===== src/hdl/sfd_pkg.sv =====
// shared types, constants and helpers for the sensor frame deframer
package sfd_pkg;

  localparam logic [7:0] SYNC_BYTE = 8'hAA;
  localparam logic [7:0] END_BYTE  = 8'hEE;

  // position constants within a frame
  localparam int unsigned POS_W       = 6;
  localparam int unsigned SYNC_NEEDED = 3;
  localparam logic [POS_W-1:0] CMD_POS  = 6'd3;
  localparam logic [POS_W-1:0] SUM_POS  = 6'd44;
  localparam logic [POS_W-1:0] WORD_POS = 6'd4;
  localparam logic [POS_W-1:0] VER_POS0 = 6'd5;
  localparam logic [POS_W-1:0] VER_POS1 = 6'd12;

  localparam int unsigned IDX_W   = 4;
  localparam int unsigned VALUE_W = 48;
  localparam int unsigned TDATA_W = 56;
  localparam int unsigned TUSER_W = 3;

  // configuration register indexes
  localparam int unsigned CFG_IDX_W = 2;
  localparam logic [CFG_IDX_W-1:0] CFG_IMU     = 2'd0;
  localparam logic [CFG_IDX_W-1:0] CFG_SONAR   = 2'd1;
  localparam logic [CFG_IDX_W-1:0] CFG_VERSION = 2'd2;

  typedef enum logic [1:0] {
    KIND_IMU     = 2'd0,
    KIND_SONAR   = 2'd1,
    KIND_VERSION = 2'd2
  } kind_e;

  typedef enum logic [2:0] {
    S_IDLE,
    S_SUM_RD,
    S_SUM_ACC,
    S_WORD_RD,
    S_WORD_ACC,
    S_OUT
  } seq_state_e;

  typedef struct packed {
    logic  go;
    kind_e kind;
  } seq_start_t;

  function automatic logic [IDX_W-1:0] last_index(kind_e kind);
    logic [IDX_W-1:0] r;
    case (kind)
      KIND_IMU:     r = 4'd9;
      KIND_SONAR:   r = 4'd3;
      KIND_VERSION: r = 4'd1;
      default:      r = 4'd0;
    endcase
    return r;
  endfunction

  // index of the final byte within one word
  function automatic logic [2:0] last_byte(kind_e kind);
    logic [2:0] r;
    case (kind)
      KIND_VERSION: r = 3'd5;
      default:      r = 3'd3;
    endcase
    return r;
  endfunction

endpackage


===== src/hdl/sfd_ram.sv =====
// generic simple dual-port ram with registered read
module sfd_ram #(
  parameter int unsigned WIDTH = 8,
  parameter int unsigned DEPTH = 64
) (
  input  logic                     clk_i,
  input  logic                     we_i,
  input  logic [$clog2(DEPTH)-1:0] waddr_i,
  input  logic [WIDTH-1:0]         wdata_i,
  input  logic                     re_i,
  input  logic [$clog2(DEPTH)-1:0] raddr_i,
  output logic [WIDTH-1:0]         rdata_o
);

  logic [WIDTH-1:0] mem_q [DEPTH];
  logic [WIDTH-1:0] rdata_q;

  always_ff @(posedge clk_i) begin
    if (we_i) begin
      mem_q[waddr_i] <= wdata_i;
    end
    if (re_i) begin
      rdata_q <= mem_q[raddr_i];
    end
  end

  assign rdata_o = rdata_q;

endmodule


===== src/hdl/sfd_seq.sv =====
// frame emit sequencer: byte-serial checksum and word assembly over the buffer
module sfd_seq #(
  parameter int unsigned BUFFER_DEPTH = 64
) (
  input  logic                              clk_i,
  input  logic                              rst_ni,
  input  sfd_pkg::seq_start_t               start_i,
  input  logic [$clog2(BUFFER_DEPTH+1)-1:0] limit_i,
  output logic                              busy_o,
  output logic                              rd_en_o,
  output logic [$clog2(BUFFER_DEPTH)-1:0]   rd_addr_o,
  input  logic [7:0]                        rd_data_i,
  output logic                              out_valid_o,
  input  logic                              out_ready_i,
  output sfd_pkg::kind_e                    out_kind_o,
  output logic                              out_ok_o,
  output logic [sfd_pkg::IDX_W-1:0]         out_idx_o,
  output logic [sfd_pkg::VALUE_W-1:0]       out_value_o,
  output logic                              out_last_o
);
  import sfd_pkg::*;

  localparam int unsigned LW = $clog2(BUFFER_DEPTH + 1);
  localparam int unsigned AW = $clog2(BUFFER_DEPTH);

  seq_state_e         state_q, state_d;
  logic [POS_W-1:0]   pos_q, pos_d;
  logic [2:0]         nbyte_q, nbyte_d;
  logic [IDX_W-1:0]   widx_q, widx_d;
  logic [7:0]         sum_q, sum_d;
  logic               ok_q, ok_d;
  kind_e              kind_q, kind_d;
  logic [LW-1:0]      limit_q, limit_d;
  logic [VALUE_W-1:0] word_q, word_d;
  logic               hit_q, hit_d;
  logic [7:0]         byte_v;
  logic               is_last;

  // bytes past the fill point read as zero
  assign byte_v  = hit_q ? rd_data_i : 8'h00;
  assign is_last = (widx_q == last_index(kind_q));

  always_ff @(posedge clk_i or negedge rst_ni) begin
    if (!rst_ni) begin
      state_q <= S_IDLE;
    end else begin
      state_q <= state_d;
    end
  end

  always_ff @(posedge clk_i) begin
    pos_q   <= pos_d;
    nbyte_q <= nbyte_d;
    widx_q  <= widx_d;
    sum_q   <= sum_d;
    ok_q    <= ok_d;
    kind_q  <= kind_d;
    limit_q <= limit_d;
    word_q  <= word_d;
    hit_q   <= hit_d;
  end

  always_comb begin
    state_d   = state_q;
    pos_d     = pos_q;
    nbyte_d   = nbyte_q;
    widx_d    = widx_q;
    sum_d     = sum_q;
    ok_d      = ok_q;
    kind_d    = kind_q;
    limit_d   = limit_q;
    word_d    = word_q;
    hit_d     = hit_q;
    rd_en_o   = 1'b0;
    rd_addr_o = AW'(pos_q);
    case (state_q)
      S_IDLE: begin
        if (start_i.go) begin
          kind_d  = start_i.kind;
          limit_d = limit_i;
          sum_d   = 8'h00;
          ok_d    = 1'b1;
          nbyte_d = 3'd0;
          widx_d  = '0;
          word_d  = '0;
          case (start_i.kind)
            KIND_IMU: begin
              pos_d   = CMD_POS;
              state_d = S_SUM_RD;
            end
            KIND_VERSION: begin
              pos_d   = VER_POS0;
              state_d = S_WORD_RD;
            end
            default: begin
              pos_d   = WORD_POS;
              state_d = S_WORD_RD;
            end
          endcase
        end
      end
      S_SUM_RD: begin
        rd_en_o = 1'b1;
        hit_d   = (LW'(pos_q) < limit_q);
        state_d = S_SUM_ACC;
      end
      S_SUM_ACC: begin
        if (pos_q == SUM_POS) begin
          ok_d    = (sum_q == byte_v);
          pos_d   = WORD_POS;
          state_d = S_WORD_RD;
        end else begin
          sum_d   = sum_q + byte_v;
          pos_d   = pos_q + 1'b1;
          state_d = S_SUM_RD;
        end
      end
      S_WORD_RD: begin
        rd_en_o = 1'b1;
        hit_d   = (LW'(pos_q) < limit_q);
        state_d = S_WORD_ACC;
      end
      S_WORD_ACC: begin
        word_d[{nbyte_q, 3'b000} +: 8] = byte_v;
        pos_d = pos_q + 1'b1;
        if (nbyte_q == last_byte(kind_q)) begin
          state_d = S_OUT;
        end else begin
          nbyte_d = nbyte_q + 1'b1;
          state_d = S_WORD_RD;
        end
      end
      S_OUT: begin
        if (out_ready_i) begin
          if (is_last) begin
            state_d = S_IDLE;
          end else begin
            widx_d  = widx_q + 1'b1;
            nbyte_d = 3'd0;
            word_d  = '0;
            // version words are not contiguous
            if (kind_q == KIND_VERSION) begin
              pos_d = VER_POS1;
            end
            state_d = S_WORD_RD;
          end
        end
      end
      default: begin
        state_d = S_IDLE;
      end
    endcase
  end

  assign busy_o      = (state_q != S_IDLE);
  assign out_valid_o = (state_q == S_OUT);
  assign out_kind_o  = kind_q;
  assign out_ok_o    = ok_q;
  assign out_idx_o   = widx_q;
  assign out_value_o = word_q;
  assign out_last_o  = is_last;

endmodule


===== src/hdl/sensor_frame_deframer.sv =====
// sensor frame deframer top level: byte parser, frame buffer and emit sequencer
//
// Input stream s_axis carries one received serial byte per transaction. While
// hunting, only 0xAA bytes are kept; the third opens a frame and the byte after
// it is the command. A frame closes on 0xEE following 0xAA in the stream.
// Output stream m_axis then carries the frame as a burst of words: ten for IMU,
// four for sonar, two for version frames, none for an unknown command. tlast
// marks the final word. Command codes are written through the cfg channel
// (index 0 imu, 1 sonar, 2 version), which is always ready.
// Throughput: one byte per cycle while parsing. On the closing byte of a known
// command the input stalls while one shared byte reader walks the buffer: for
// IMU 42 reads for the checksum and its check byte, then 40 data bytes; 16 data
// bytes for sonar and 12 for version.
// A stalled receiver holds the current word and the input waits.
// Reset returns to hunting with an empty buffer and default command codes.
module sensor_frame_deframer #(
  parameter int unsigned BUFFER_DEPTH = 64
) (
  input  logic                            clk_i,
  input  logic                            rst_ni,
  input  logic                            s_axis_tvalid_i,
  output logic                            s_axis_tready_o,
  input  logic [7:0]                      s_axis_tdata_i,  // [7:0] rx_byte
  output logic                            m_axis_tvalid_o,
  input  logic                            m_axis_tready_i,
  output logic [sfd_pkg::TDATA_W-1:0]     m_axis_tdata_o,  // [3:0] word_index, [51:4] word_value
  output logic [sfd_pkg::TUSER_W-1:0]     m_axis_tuser_o,  // [1:0] frame_kind, [2] sum_ok
  output logic                            m_axis_tlast_o,
  input  logic                            cfg_valid_i,
  output logic                            cfg_ready_o,
  input  logic [sfd_pkg::CFG_IDX_W-1:0]   cfg_index_i,
  input  logic [7:0]                      cfg_data_i
);
  import sfd_pkg::*;

  localparam int unsigned LW = $clog2(BUFFER_DEPTH + 1);
  localparam int unsigned AW = $clog2(BUFFER_DEPTH);

  logic [7:0]    imu_cmd_q, sonar_cmd_q, version_cmd_q;
  logic          started_q, started_d;
  logic [LW-1:0] fill_q, fill_d;
  logic [7:0]    cmd_q, cmd_d;
  logic [7:0]    prev_q;

  logic          in_xfer;
  logic          busy;
  logic          wr_en;
  logic [7:0]    cmd_now;
  seq_start_t    start;
  logic [LW-1:0] limit;

  logic          rd_en;
  logic [AW-1:0] rd_addr;
  logic [7:0]    rd_data;

  kind_e              out_kind;
  logic               out_ok;
  logic [IDX_W-1:0]   out_idx;
  logic [VALUE_W-1:0] out_value;

  assign s_axis_tready_o = !busy;
  assign in_xfer         = s_axis_tvalid_i && !busy;
  assign cfg_ready_o     = 1'b1;

  always_ff @(posedge clk_i or negedge rst_ni) begin
    if (!rst_ni) begin
      imu_cmd_q     <= 8'd1;
      sonar_cmd_q   <= 8'd2;
      version_cmd_q <= 8'd3;
    end else if (cfg_valid_i) begin
      if (cfg_index_i == CFG_IMU) begin
        imu_cmd_q <= cfg_data_i;
      end
      if (cfg_index_i == CFG_SONAR) begin
        sonar_cmd_q <= cfg_data_i;
      end
      if (cfg_index_i == CFG_VERSION) begin
        version_cmd_q <= cfg_data_i;
      end
    end
  end

  always_ff @(posedge clk_i or negedge rst_ni) begin
    if (!rst_ni) begin
      started_q <= 1'b0;
      fill_q    <= '0;
      cmd_q     <= 8'h00;
      prev_q    <= 8'h00;
    end else if (in_xfer) begin
      started_q <= started_d;
      fill_q    <= fill_d;
      cmd_q     <= cmd_d;
      prev_q    <= s_axis_tdata_i;
    end
  end

  // command byte may be the current byte when the frame closes on it
  assign cmd_now = (fill_q == LW'(CMD_POS)) ? s_axis_tdata_i : cmd_q;

  always_comb begin
    started_d  = started_q;
    fill_d     = fill_q;
    cmd_d      = cmd_q;
    wr_en      = 1'b0;
    start.go   = 1'b0;
    start.kind = KIND_IMU;
    limit      = fill_q + 1'b1;
    if (!started_q) begin
      if (s_axis_tdata_i == SYNC_BYTE) begin
        wr_en  = in_xfer;
        fill_d = fill_q + 1'b1;
        if (fill_q == LW'(SYNC_NEEDED - 1)) begin
          started_d = 1'b1;
        end
      end
    end else if (fill_q == LW'(BUFFER_DEPTH)) begin
      // no room left: drop the frame and hunt again
      started_d = 1'b0;
      fill_d    = '0;
    end else begin
      wr_en  = in_xfer;
      fill_d = fill_q + 1'b1;
      cmd_d  = cmd_now;
      if (prev_q == SYNC_BYTE && s_axis_tdata_i == END_BYTE) begin
        started_d = 1'b0;
        fill_d    = '0;
        if (cmd_now == imu_cmd_q) begin
          start.go = in_xfer;
        end else if (cmd_now == sonar_cmd_q) begin
          start.go   = in_xfer;
          start.kind = KIND_SONAR;
        end else if (cmd_now == version_cmd_q) begin
          start.go   = in_xfer;
          start.kind = KIND_VERSION;
        end
      end
    end
  end

  sfd_ram #(
    .WIDTH (8),
    .DEPTH (BUFFER_DEPTH)
  ) u_buf (
    .clk_i   (clk_i),
    .we_i    (wr_en),
    .waddr_i (fill_q[AW-1:0]),
    .wdata_i (s_axis_tdata_i),
    .re_i    (rd_en),
    .raddr_i (rd_addr),
    .rdata_o (rd_data)
  );

  sfd_seq #(
    .BUFFER_DEPTH (BUFFER_DEPTH)
  ) u_seq (
    .clk_i       (clk_i),
    .rst_ni      (rst_ni),
    .start_i     (start),
    .limit_i     (limit),
    .busy_o      (busy),
    .rd_en_o     (rd_en),
    .rd_addr_o   (rd_addr),
    .rd_data_i   (rd_data),
    .out_valid_o (m_axis_tvalid_o),
    .out_ready_i (m_axis_tready_i),
    .out_kind_o  (out_kind),
    .out_ok_o    (out_ok),
    .out_idx_o   (out_idx),
    .out_value_o (out_value),
    .out_last_o  (m_axis_tlast_o)
  );

  assign m_axis_tdata_o = {{(TDATA_W - VALUE_W - IDX_W){1'b0}}, out_value, out_idx};
  assign m_axis_tuser_o = {out_ok, out_kind};

endmodule

===== config.mk =====
export PLATFORM = sky130hd
export DESIGN_NAME = sensor_frame_deframer
export DESIGN_NICKNAME = d
export VERILOG_FILES = /design/src/hdl/sfd_pkg.sv /design/src/hdl/sfd_ram.sv /design/src/hdl/sfd_seq.sv /design/src/hdl/sensor_frame_deframer.sv
export SDC_FILE = /design/constraint.sdc
export NUM_CORES = 1
export LEC_CHECK = 0
export BUFFER_PORTS_ARGS = -buffer_cell sky130_fd_sc_hd__buf_2
export CORE_MARGIN = 3
export CORE_UTILIZATION = 29
export DETAILED_ROUTE_END_ITERATION = 10
export GPL_ROUTABILITY_DRIVEN = 0
export PLACE_DENSITY = 0.45
export SETUP_SLACK_MARGIN = 0.15
export SYNTH_ARGS = -nofsm -noshare
export SYNTH_HDL_FRONTEND = slang
export SYNTH_SLANG_ARGS = --single-unit

===== constraint.sdc =====
create_clock -name clk_i -period 6.65 [get_ports clk_i]
set_clock_uncertainty 0.2 [all_clocks]
set_input_delay 1.33 -clock clk_i [delete_from_list [all_inputs] [get_ports clk_i]]
set_output_delay 1.33 -clock clk_i [all_outputs]
set_load 0.01 [all_outputs]

# Word-level counts from Yosys, hierarchy flattened
# Memories as Yosys holds them, arrays and structs flattened. A register that Yosys moved wholly into a read port is not among the register bits.
# Cells that the tools add are included.
# W data, S select, Z words.
# totals
reg_bits	131
mem_bits_rw	512
input_bits	23
n_memories	1
# memory_table
memory	depth	word_bits	read_ports	rd_clocked_by_memory_dff	wr	line	source
u_buf.mem_q	64	8	1	1	1	sfd_ram.sv:15	logic [WIDTH-1:0] mem_q [DEPTH];
# classes
n_eq_ne	30
n_addsub	6
shift	2
mux	61
magnitude_cmp	1
bitwise	1
n_reduce_logical	27
# op_table
operator	n
$mux W48	3
$pmux W48 S3	1
$bwmux W48	1
$shift A8 B8 Y48 const A	1
$shiftx A8 B8 Y48	1
$mux W3	14
$eq A8 B8 Y1	4
$mux W8	4
$mux W6	5
$mux W7	4
$eq A8 B8 Y1 const B	3
$pmux W6 S4	1
$pmux W3 S6	1
$pmux W8 S2	1
$eq A7 B2 Y1 const B	2
$mux W1	14
$mux W4	3
$pmux W4 S3	1
$reduce_and A2 Y1	6
$reduce_and A5 Y1	2
$pmux W3 S3	1
$reduce_and A3 Y1	3
$add A8 B8 Y8	1
$mux W2	4
other kinds (30)	47

# Depth between registers and ports, before layout
# Gate-level depths: netlist of the first run.
# logic_depth
ltp_word	13
ltp_mapped	13

# By module
# From an unflattened synthesis of the first run, not the netlist that was laid out.
# unflattened
hier_cells	1663
area_unflattened_um2	27624.0
# modules_own_cells
module	area_each_um2	cells_each	n_inst
sfd_ram	20246.9	940	1
sfd_seq	4611.9	458	1
sensor_frame_deframer	2765.2	265	1

# Least setup slack after synthesis of the first run
# OpenSTA, ideal clock, no wires.
# synth_timing
path_type	input -> register
from	input s_axis_tdata_i[6]
to	register u_seq.word_q[0], in the netlist u_seq.out_value_o[0], enable pin
path_stages	7
required_time_ps	5968
path_slack_ps	231
t_arrival_ps	5737
cell_sequence	clkbuf_1 nand4b_1 or4_1 nor4_1 nand2_1 o21a_1 nor4_2
# synth_via
elab_chain_len	10
# synth_rtl
item	line	source
start, declared	sensor_frame_deframer.sv:23	input logic [7:0] s_axis_tdata_i,
$mux W8	sensor_frame_deframer.sv:98	assign cmd_now = (fill_q == LW'(CMD_POS)) ? s_axis_tdata_i : cmd_q;
$eq A8 B8 Y1	sensor_frame_deframer.sv:132	end else if (cmd_now == version_cmd_q) begin
$mux W3	sensor_frame_deframer.sv:132	
$mux W3	sensor_frame_deframer.sv:129	end else if (cmd_now == sonar_cmd_q) begin
$mux W1	sensor_frame_deframer.sv:127	if (cmd_now == imu_cmd_q) begin
$mux W3 *	sensor_frame_deframer.sv:124	if (prev_q == SYNC_BYTE && s_axis_tdata_i == END_BYTE) begin
$mux W3 *	sensor_frame_deframer.sv:116	end else if (fill_q == LW'(BUFFER_DEPTH)) begin
$mux W3 *	sensor_frame_deframer.sv:108	if (!started_q) begin
$ne A2 B2 Y1 (no source line) *	n/a	
$reduce_and A4 Y1 (no source line) *	n/a	
end signal, assigned	sfd_seq.sv:59	word_q <= word_d;
end, declared	sfd_seq.sv:34	logic [VALUE_W-1:0] word_q, word_d;
# Every way passes the cells marked *; elsewhere a longest branch is shown, timed or not.
# A chain may end at the register's enable or synchronous reset.

# Final worst setup path of the first run
# layout_timing
from	input s_axis_tdata_i[3]
to	memory u_buf.mem_q[5][1], enable pin
# layout_via
elab_chain_len	5
# layout_rtl
item	line	source
$eq A8 B8 Y1	sensor_frame_deframer.sv:109	if (s_axis_tdata_i == SYNC_BYTE) begin
$mux W1	sensor_frame_deframer.sv:109	
$mux W1	sensor_frame_deframer.sv:108	
$mux W1	sfd_ram.sv:19	if (we_i) begin
$mux W1 (implied by the code)	sfd_ram.sv:20	mem_q[waddr_i] <= wdata_i;
end, declared	sfd_ram.sv:15	
# No other way between the ends.

==> summary by stage, run 1 <==
Final layout
The fraction of layout cells with a size suffix above 1 is 25.3%. Compared with the post-synthesis result, the final layout area differs by 15.9%. 0 antenna diodes ended up in the layout. Leaving out fill and tap cells, the most frequent cells in the layout are 600 x sky130_fd_sc_hd__edfxtp_1, 183 x sky130_fd_sc_hd__nor2_1, 168 x sky130_fd_sc_hd__mux4_2.

The register with the most flip-flops in the final layout is u_buf.mem_q. The register with the most flip-flops in the layout has 512 of them. The final net count is 1,684. After routing the design area is 31,400 um2.

Leaving out fill and tap cells, the most frequent cell in the layout is sky130_fd_sc_hd__edfxtp_1. The layout filler cell count is 8,786. For this run, the share of the core covered by cells in the final layout is 34.1%.

Logic synthesis
In this run, synthesis produced a sequential element count of 651. The share of flip-flops with an asynchronous set or reset is under 10%. Synthesis instantiated 64 different standard cells from the library. The count of synthesis-stage warnings from yosys is 0. Summed over all instances, the cell type with the most area after synthesis is sky130_fd_sc_hd__edfxtp_1. The number of enable-type register cells in the synthesized netlist is 600. The gate count after technology mapping is 1,531. The area share of the largest cell type after synthesis is 66.4%. After synthesis the cells add up to 27,100 um2. In the post-synthesis netlist, the biggest area contributors are sky130_fd_sc_hd__edfxtp_1 66%, sky130_fd_sc_hd__mux4_2 14%, sky130_fd_sc_hd__dfrtp_1 4.3%, sky130_fd_sc_hd__nor2_1 2.5%, sky130_fd_sc_hd__mux2_2 1.1%. The most used flip-flop cell after synthesis is sky130_fd_sc_hd__edfxtp_1. The average instance in the mapped netlist occupies 17.7 um2.

The sequential share of the synthesized area is 71.2%.

CTS
The clock insertion delay at the later pin of the skew report is 620 ps. Counting every sink on the clock net gives 651. The clock transition at the registers of the reported paths is 60 ps.

The total CTS buffers is 74. The number of setup buffers added after CTS is 0. The cell at the root of the clock tree is sky130_fd_sc_hd__clkbuf_16. Counting along the longest clock path gives a buffer depth of 3. The clock tree from TritonCTS is done.

Gates resized during post-CTS repair numbered 0. The number of hold buffers added after CTS was 0. The H-tree level count is 3.

Timing
The smallest setup slack after layout is 2070 ps. The slew at the pin closest to its max-slew limit is roughly 970 ps. The count of final max-slew check failures is 0.

The final period demand of the worst path is 4580 ps. The worst max-slew margin expressed relative to the limit is approximately a third. The maximum frequency from static timing analysis is approximately 0.22 GHz.

Setup violations remaining at the end of the flow were counted as 0. The final cycle utilization of the critical path is 68.8%. The total count of hold-check failures in the final report is 0. Setup total negative slack on the finished layout was measured at 0 ps.

Setup repair after global routing left no endpoint under its margin.

Pwr
The switching component of the power is 1.80 mW. The part of the power in registers is 51.8%. The combinational fraction of design power is 2.0%. The share of total power dissipated in the clock network is 46.3%.

IR analysis of the VDD net gives a maximum drop of about 0.23 mV. In this run switching power makes up 20.6% of total power. The leakage component of the power is 10.2 nW. Internal power comes to roughly 6.9 mW.

Power spread over the standard cell area amounts to 278 nW/um2.

Setup path
STA puts the critical path data arrival time at 4610 ps. Of all nets on the critical path, the largest fanout is 11. The register-to-register setup slack is 2290 ps. The critical path is of the in -> reg type.

The worst setup path is captured at a flop. The worst setup path is launched from an input pin. The required time at the endpoint of the critical path is 6680 ps.

Flow run
The number of max-cap violations is 0.

Floorplan
The number of top-level pins is 86. The initial cell density of the core is 29.4%. The die width is 312 um. In this run the core area contains 111 standard-cell rows. The floorplan step defined a die boundary enclosing 97,200 um2. The core region is ~92,000 um2. The die is 312 um tall.

Min path
In this run the worst hold path is classified as reg -> reg.

Route
After detailed routing, the average wire length per cell comes to 23.7 um. Dividing the detail-routed via count by the number of cells gives 4.78. The detail route stage leaves a number of antenna-violating nets equal to 0.

Summed over all layers, the routed wires come to approximately 70,000 um. The residual DRC count is 0. In this run, the number of DRC markers left after iteration 0 of detailed routing was 1,020. The number of detailed-routing iterations run before antenna repair is 5. The via count is 14,000.

Global route
The global-route wire length before repair is 104,000 um. The via count of the first global-routing pass is 14,700. The number of antenna violations at the first check in global routing is 6. The overall overflow remaining after global route is 0. The pin count of the biggest net entering global routing is 91. The aggregate global-route resource usage is approximately 14%.

Placement
The HPWL after detailed placement is around 44,000 um. The instance area after placement is roughly 29,000 um2. The number of port buffers is 80.

At the placement stage, the worst setup path has a slack of roughly 1300 ps.

Status
The run finished with clean final reports.
==> synthesized netlist by cell type, types with 18 or more instances <==
| cell | number |
|---|---|
| sky130_fd_sc_hd__edfxtp_1 | 600 |
| sky130_fd_sc_hd__nor2_1 | 183 |
| sky130_fd_sc_hd__mux4_2 | 168 |
| sky130_fd_sc_hd__nand2_1 | 67 |
| sky130_fd_sc_hd__clkbuf_1 | 54 |
| sky130_fd_sc_hd__dfrtp_1 | 47 |
| sky130_fd_sc_hd__a21oi_1 | 46 |
| sky130_fd_sc_hd__inv_1 | 41 |
| sky130_fd_sc_hd__o21ai_0 | 28 |
| sky130_fd_sc_hd__mux2_2 | 27 |
| sky130_fd_sc_hd__ha_1 | 21 |
| sky130_fd_sc_hd__mux2i_1 | 20 |
| sky130_fd_sc_hd__xnor2_1 | 19 |
| sky130_fd_sc_hd__nand3_1 | 18 |
==> power by group through the flow <==
| stage | clock [mW] | combinational (mW) | sequential, mW |
|---|---|---|---|
| 6_report | 4.05 | 0.173 | 4.53 |
| 5_1_grt | 4.36 | 0.194 | 4.53 |
| 4_1_cts | 4.18 | 0.178 | 4.53 |
| 3_5_place_dp | 0 | 0.178 | 4.62 |
| 3_3_place_gp | 0 | 0.176 | 4.62 |
| 2_1_floorplan | 0 | 0.0770 | 4.60 |
==> worst paths after layout <==
path	start	end	cells after the start
worst min-delay path	prev_q[0]	prev_q[0]	2
worst max-delay path	s_axis_tdata_i[3]	u_buf.mem_q[5][1]	10
worst min register to register	prev_q[0]	prev_q[0]	2
worst max register to register	u_seq.state_q[2]	u_buf.mem_q[5][1]	8
min in group asynchronous	rst_ni	imu_cmd_q[2]	2
max in group asynchronous	rst_ni	u_seq.state_q[0]	2
==> cell families (layout without fill, tap and decap cells) <==
group / Yosys count / count (layout) / share of synthesized area, %
xor+xnor: 35 / 35 / 1.13
other cells: 2 / 5 / 0.0277
mux: 215 / 215 / 15.8
buf+inv: 120 / 283 / 1.77
simple gates: 360 / 360 / 6.04
compound gates: 126 / 126 / 3.01
fa+ha+maj: 22 / 22 / 1.04
flops: 651 / 651 / 71.2
==> final cells by class <==
class	instances	area [um2]	area share, %
inverter	41	154	0.490
timing repair buffer	108	623	1.98
sequential	651	19300	61.4
clock inverter	45	454	1.44
multi-input combinational	763	7380	23.5
tap	1243	1560	4.95
clock buffer	89	1970	6.27
==> layer usage <==
layer | share of wire [%] | global-route usage (%)
met1 | 45 | 19.6
met5 | 0.019 | 0
met3 | 5.2 | 3.35
met4 | 2.8 | 4.34
met2 | 47 | 22.9
==> critical path: stages <==
cell,delay [ps]
sky130_fd_sc_hd__buf_2,290
sky130_fd_sc_hd__nor4bb_2,390
sky130_fd_sc_hd__buf_4,220
sky130_fd_sc_hd__nand3_1,130
sky130_fd_sc_hd__nor3_1,250
sky130_fd_sc_hd__o21ai_0,120
sky130_fd_sc_hd__buf_4,210
sky130_fd_sc_hd__a211oi_2,550
sky130_fd_sc_hd__nand2_1,360
sky130_fd_sc_hd__nor2_1,740
==> metrics by stage <==
step           total power, mW  hold slack, ps  instances
2_1_floorplan             4.67             237       1534
3_3_place_gp              4.79             263       2806
3_5_place_dp              4.79             264       2806
4_1_cts                   8.89             278       2940
5_1_grt                   9.09             305       2940
6_report                  8.75             277       2940
No activity file was read; power rests on OpenSTA's default activity.
==> run 2: changes to the inputs <==
- PLACE_DENSITY: 0.45 -> 0.47
- clock period: 6.65 -> 4 ns (I/O delays scaled with it)
==> run 2 against run 1 <==
  * Total power rose by 65%
  * Sequential power grew 66%
  * Cell count is 3.3% higher
  * Critical endpoint is now u_buf.mem_q[12][6]
  * Largest power group unchanged
==> summary by stage, run 2 (same netlist as run 1, synthesis figures left out) <==
Status
The run finished with clean final reports.

Pwr
The power density relative to cell area is 446 nW/um2. Registers are responsible for 52.3% of the overall power. The leakage component of the power is 10.7 nW. In this run, the clock network consumes between 40% and 50% of the power. The proportion of total power due to net switching is 20.8%. The design draws approximately 14 mW. The switching component of the power is 2.99 mW. The cell internal power dissipation is approximately 11 mW. The largest vdd supply drop is 0.264 mV.

The combinational fraction of design power is 2.1%.

Timing
Setup repair after global routing left no endpoint under its margin. Hold timing on the final database bottoms out at a slack of 96.5 ps. The maximum frequency from static timing analysis is 0.273 GHz. Once routing completed, OpenROAD measured the worst setup slack at around 330 ps.

At the pin with the least slew margin, the transition time is 1070 ps. Setup violations remaining at the end of the flow were counted as 0. Headroom to the max-slew limit came out at between 20 and 30%. The total count of hold-check failures in the final report came to 0. The worst path uses 91.6% of the clock period. The count of final max-slew check failures is 0.

The final period demand of the worst path is 3670 ps.

Floorplan
The die covers between 90,000 and 100,000 um2. The die is 312 um tall. Once the floorplan was initialized, standard cells occupied 29.4% of the core. The floorplan core area is 92,200 um2. The row count is about 110.

86 I/O pins were placed. The die width is 312 um.

Placement
Summed over all nets, the half-perimeter wirelength after detailed placement is 46,200 um. Buffers placed on the I/O ports in this run total 80. OpenSTA, run right after detailed placement, puts the worst setup slack at -4.64 ps.

Setup path
The required time at the endpoint of the critical path is 4110 ps. The critical path class is reg -> reg. Walking the worst path, the cells encountered are or3_1, inv_1, and2_1, o21ai_0, a211oi_2, nand2_1, nor2_1, buf_4. STA classifies the critical path startpoint as a flop.

The largest single stage delay on the critical path is 560 ps. The data arrival time of the critical path is around 3800 ps. STA classifies the critical path endpoint as a flop.

In this run the worst path has a maximum fanout of 8. The cell type of the slowest stage on the worst timing path is sky130_fd_sc_hd__a211oi_2.

Global route
Global routing used 23.0% of the available met2 tracks. In the global route stage, overall resource usage came out at between 10% and 20%. The global-route wire length before repair is 106,000 um. For this run, global-route usage on met3 was measured as 2.87%. Entering global routing, the biggest net connects 67 pins. For this run, global-route usage on met1 was measured as 21.0%. The most heavily used metal layer in global routing is met2.

Global routing finished with a remaining overflow of 0. The number of antenna violations at the first check in global routing is 8. The via count of the first global-routing pass was between 15,000 and 20,000.

CTS
The maximum buffer depth of the clock tree is 3. CTS built an H-tree with a depth of 3. The clock transition at the registers of the reported paths is around 60 ps.

The number of clock buffers added by TritonCTS is 74. TritonCTS built the clock tree. Clock latency on the worst-skew pair, taken at its later pin, is ~620 ps. The cell at the root of the clock tree is sky130_fd_sc_hd__clkbuf_16. CTS saw 651 sinks.

Final layout
The register with the most flip-flops in the layout has 512 of them. Cells fill 35.0% of the core in the end. The filler cells instantiated in the layout total about 8,800.

The final net count is 1,779. The number of antenna diodes in the final layout is 0. Compared with the post-synthesis result, the final layout area differs by 19.0%. The fraction of layout cells with a size suffix above 1 is 29.2%. The most common library cell in the layout ignoring fill and taps is sky130_fd_sc_hd__edfxtp_1. The register with the most flip-flops is u_buf.mem_q. In the layout the commonest cells are 600 x sky130_fd_sc_hd__edfxtp_1, 183 x sky130_fd_sc_hd__nor2_1, 168 x sky130_fd_sc_hd__mux4_2.

Route
The aggregate routed wire length is 71,200 um. The number of vias per cell is 4.79. The via count is 14,600. After detailed routing, the number of remaining DRC violations is 0.

For this run, the detailed router's first-pass iteration total came to 5. Once detail routing completed, the nets flagged for antenna violations numbered 0. Dividing the detail-routed wire length by the instance count gives 23.4 um. The starting DRC count in detailed routing is between 1,000 and 1,500.

Min path
The tightest min-delay check is of the in -> async type.

Flow run
Max-cap violations in this run came to 0.
[run 2: final timing paths]
| check | start | endpoint | slack (ps) | depth (start not counted) |
|---|---|---|---|---|
| max | u_seq.state_q[2] | u_buf.mem_q[12][6] | 330 | 8 |
| min | rst_ni | u_seq.state_q[1] | 100 | 1 |
| max reg2reg | u_seq.state_q[2] | u_buf.mem_q[12][6] | 330 | 8 |
| min reg2reg | prev_q[3] | prev_q[3] | 280 | 2 |
| max in group asynchronous | rst_ni | version_cmd_q[0] | 2750 | 2 |
| min in group clk_i | cfg_data_i[4] | imu_cmd_q[4] | 240 | 3 |
[run 2: final cells by class]
| cell class | instances | area, um2 | share of cell area [%] |
|---|---|---|---|
| Sequential cell | 651 | 19300 | 59.8 |
| Clock buffer | 98 | 1980 | 6.15 |
| Timing Repair Buffer | 203 | 1480 | 4.59 |
| Multi-Input combinational cell | 763 | 7430 | 23.0 |
| Tap cell | 1243 | 1560 | 4.82 |
| Inverter | 41 | 154 | 0.477 |
| Clock inverter | 37 | 364 | 1.13 |
[run 2: what timing repair did]
action / 4_1_cts / 5_1_grt
buffers inserted: 0 / 1
hold buffers: 0 / 0
setup endpoints to repair: 0 / 62
resized for setup: 0 / 5
endpoints found under the hold margin: 0 / 0
[run 2: worst max-delay path, delay by kind of cell, from the launching register on]
kind	cells	cell delay, ps
compound gates	2	950
buf+inv	2	430
flops	1	370
simple gates	4	1400
[run 2: metrics by stage]
stage | area, um2 | std cells | TNS (ps)
after floorplan | 27200 | 1534 | -18730
after global placement | 29900 | 2899 | -405
after detailed placement | 29900 | 2899 | -45.6
after CTS | 32200 | 3034 | 0
after global routing | 32300 | 3036 | 0
final | 32300 | 3036 | 0
[run 2: power by group through the flow]
stage	sequential (mW)	combinational (mW)	clock (mW)
2_1_floorplan	7.64	0.136	0
3_3_place_gp	7.68	0.300	0
3_5_place_dp	7.68	0.305	0
4_1_cts	7.53	0.305	6.75
5_1_grt	7.53	0.330	7.03
6_report	7.53	0.300	6.57
[run 2: per-layer routing]
| layer | wire [um] | vias up | share of wire [%] |
|---|---|---|---|
| met5 | 31 | - | 0.044 |
| met4 | 1470 | 4 | 2.1 |
| met3 | 3670 | 102 | 5.2 |
| met2 | 33200 | 413 | 47 |
| met1 | 32800 | 7587 | 46 |
| li1 | - | 6447 | - |
==> run 3: changes to the inputs <==
- PLACE_DENSITY: 0.47 -> 0.45
- clock period: 4 -> 4.4 ns (I/O delays scaled with it)
==> run 3 against run 2 <==
  * Die area is the same
  * First-iteration DRC count shrank 16%
  * Clock-buffer cell count shrank 17
  * Register-to-register slack gained 80 ps
  * Clock power shrank 13%
  * Flip-flop and latch count is the same
  * Non-clock buffer count shrank 26
  * Design area shrank 1.1%
  * Sequential share of layout area grew 0.68 points
  * Sequential power shrank 9.2%
  * Utilization shrank 0.39 points
  * Critical endpoint is now u_seq.out_idx_o[1]
  * Largest power group unchanged
==> summary by stage, run 3 (same netlist as run 1, synthesis figures left out) <==
Floorplan
The core region is 92,200 um2. In this run the vertical extent of the chip is 312 um. The floorplan has 111 rows.

Pin placement for this block handled 86 I/O pins. The die width is 312 um. The die covers 97,200 um2. For this configuration, the core starts out at a cell density of 29.4%.

Route
The first routing iteration left 1,096 violations. The detailed-route wire length per cell is 23.1 um. The count of nets left with antenna violations after detail routing is 0. The residual DRC count is 0. The via count is ~14,000. The pre-antenna-repair detailed-routing pass consisted of 6 iterations.

The aggregate routed wire length is slightly below 70,000 um. After detailed routing, the number of vias per cell comes to 4.74.

Setup path
The cell type of the slowest stage on the worst timing path is sky130_fd_sc_hd__or4_1. The sum of buffers and inverters on the critical path is 0. The largest fanout on the critical path is 12. Data on the critical path is required at its endpoint by 4430 ps. The worst setup path is captured at a flop. Traced cell by cell, the critical path runs through or4_1, nor2_1, o2111ai_1, a2bb2oi_1, and4_1, nor3_2, o21a_1, a211oi_1. The category of the worst setup path launch point is a flop. The stage delay of the slowest cell on the critical path is around 750 ps. At the worst endpoint, the arrival time is 4010 ps. The cell family with the largest share of critical-path delay is simple AND/OR/NAND/NOR gates.

The worst setup path is of the reg -> reg kind.

CTS
The clock insertion delay at the later pin of the skew report is slightly above 600 ps. Clock-pin slew was measured on the worst setup and hold paths at around 60 ps. The cell at the root of the clock tree is sky130_fd_sc_hd__clkbuf_16. The longest clock path from root to sink contains 3 buffers.

The clock sink total is approximately 650. The post-CTS resize count is 0. The number of buffers added to fix hold violations after cts is 0. The total setup buffers inserted after CTS is 0. The H-tree level count is 3. The clock tree from TritonCTS is done. TritonCTS created approximately 70 clock buffers.

Placement
The pre-CTS setup slack is approximately 440 ps. The total instance count after detailed placement is 2,875. The number of port buffers is 80. The HPWL after detailed placement is 44,600 um.

Status
The flow ran to the end, and the final reports show no timing, DRC or antenna violations.

Final layout
The fraction of layout cells with a size suffix above 1 is 28.1%. The utilization after layout is 34.6%. The register with the most flip-flops is u_buf.mem_q.

The register with the most flip-flops in the layout has 512 of them. The post-route non-filler standard cell count is 3,000. Compared with the post-synthesis result, the final layout area differs by 17.7%. The final net count is 1,751. The most common library cell in the layout ignoring fill and taps is sky130_fd_sc_hd__edfxtp_1. In the layout the commonest cells are 600 x sky130_fd_sc_hd__edfxtp_1, 183 x sky130_fd_sc_hd__nor2_1, 168 x sky130_fd_sc_hd__mux4_2.

Timing
The worst path uses just over 90% of the clock period. The final period demand of the worst path is 3980 ps. The total count of hold-check failures in the final report came to 0. The smallest setup slack after layout is 416 ps. Measured against its own limit, the worst slew margin works out to 23.2%. The final total negative setup slack is 0 ps. The final-report setup violation count is 0.

The count of final max-slew check failures is 0. Static timing analysis puts the maximum clock frequency at between 0.2 and 0.3 GHz. The slew at the pin closest to its max-slew limit is 1150 ps.

Setup repair after global routing left no endpoint under its margin.

Global route
The via count of the first global-routing pass is 14,700. After global routing, the most crowded layer is met2. The first global-routing pass estimated 103,000 um of wire. The met2 demand-to-capacity share in global routing is between 20% and 30%. Summed over all layers, the global routing overflow is 0.

The number of antenna violations at the first check in global routing came to 6. For this run, global-route usage on met1 was measured as 20.1%. The pin count of the biggest net entering global routing is 67. The aggregate global-route resource usage is 14.3%. The global-route track usage on met3 is 2.67%.

Min path
The class of the tightest hold or removal check is in -> async.

Pwr
The overall power consumption is 12.8 mW. For this design the ratio of total power to cell area is 402 nW/um2. IR analysis of the VDD net gives a maximum drop of 0.275 mV. Summed over all cells, the static leakage comes to 10.5 nW.

Flow run
Across the run, the number of max-cap violations was 0.
## run 3: where the power goes
| group | internal, mW | switching, mW | total (mW) | leakage, nW |
|---|---|---|---|---|
| Sequential | 6.79 | 0.0543 | 6.84 | 5.95 |
| Combinational | 0.0889 | 0.172 | 0.261 | 3.45 |
| Clock | 3.33 | 2.38 | 5.72 | 1.09 |
## run 3: through the flow
stage               hold slack [ps]  instance area, um2
floorplan                       237               27200
global placement                256               29700
detailed placement              261               29700
CTS                             208               31900
global route                    252               31900
finish                          222               31900
## run 3: cell type report
class,count,area [um2]
diodes,1,2.50
multi-input cells,763,7430
clock inverters,43,350
well taps,1243,1560
flip-flops and latches,651,19300
clock buffers,81,1870
fillers,8851,60300
inverters,41,154
repair buffers,177,1250
## run 3: path summary, 6_finish.rpt
check,start,to,slack [ps],depth (start not counted)
worst max register to register,fill_q[3],u_seq.out_idx_o[1],420,8
max in group asynchronous,rst_ni,fill_q[1],3300,2
worst min register to register,prev_q[6],prev_q[6],280,2
min in group clk_i,prev_q[6],prev_q[6],280,2
worst max-delay path,fill_q[3],u_seq.out_idx_o[1],420,8
worst min-delay path,rst_ni,sonar_cmd_q[5],220,2
## run 3: worst reg2reg max path, delay by kind of cell, from the launching register on
kind            cells  cell delay (ps)
simple gates        4             1490
flops               1              550
compound gates      4             1380
## run 3: routing by layer
metal / wire length (um) / vias up
met3: 3250 / 98
met1: 31600 / 7412
met4: 1760 / 0
met5: 0 / -
met2: 32600 / 322
li1: - / 6381
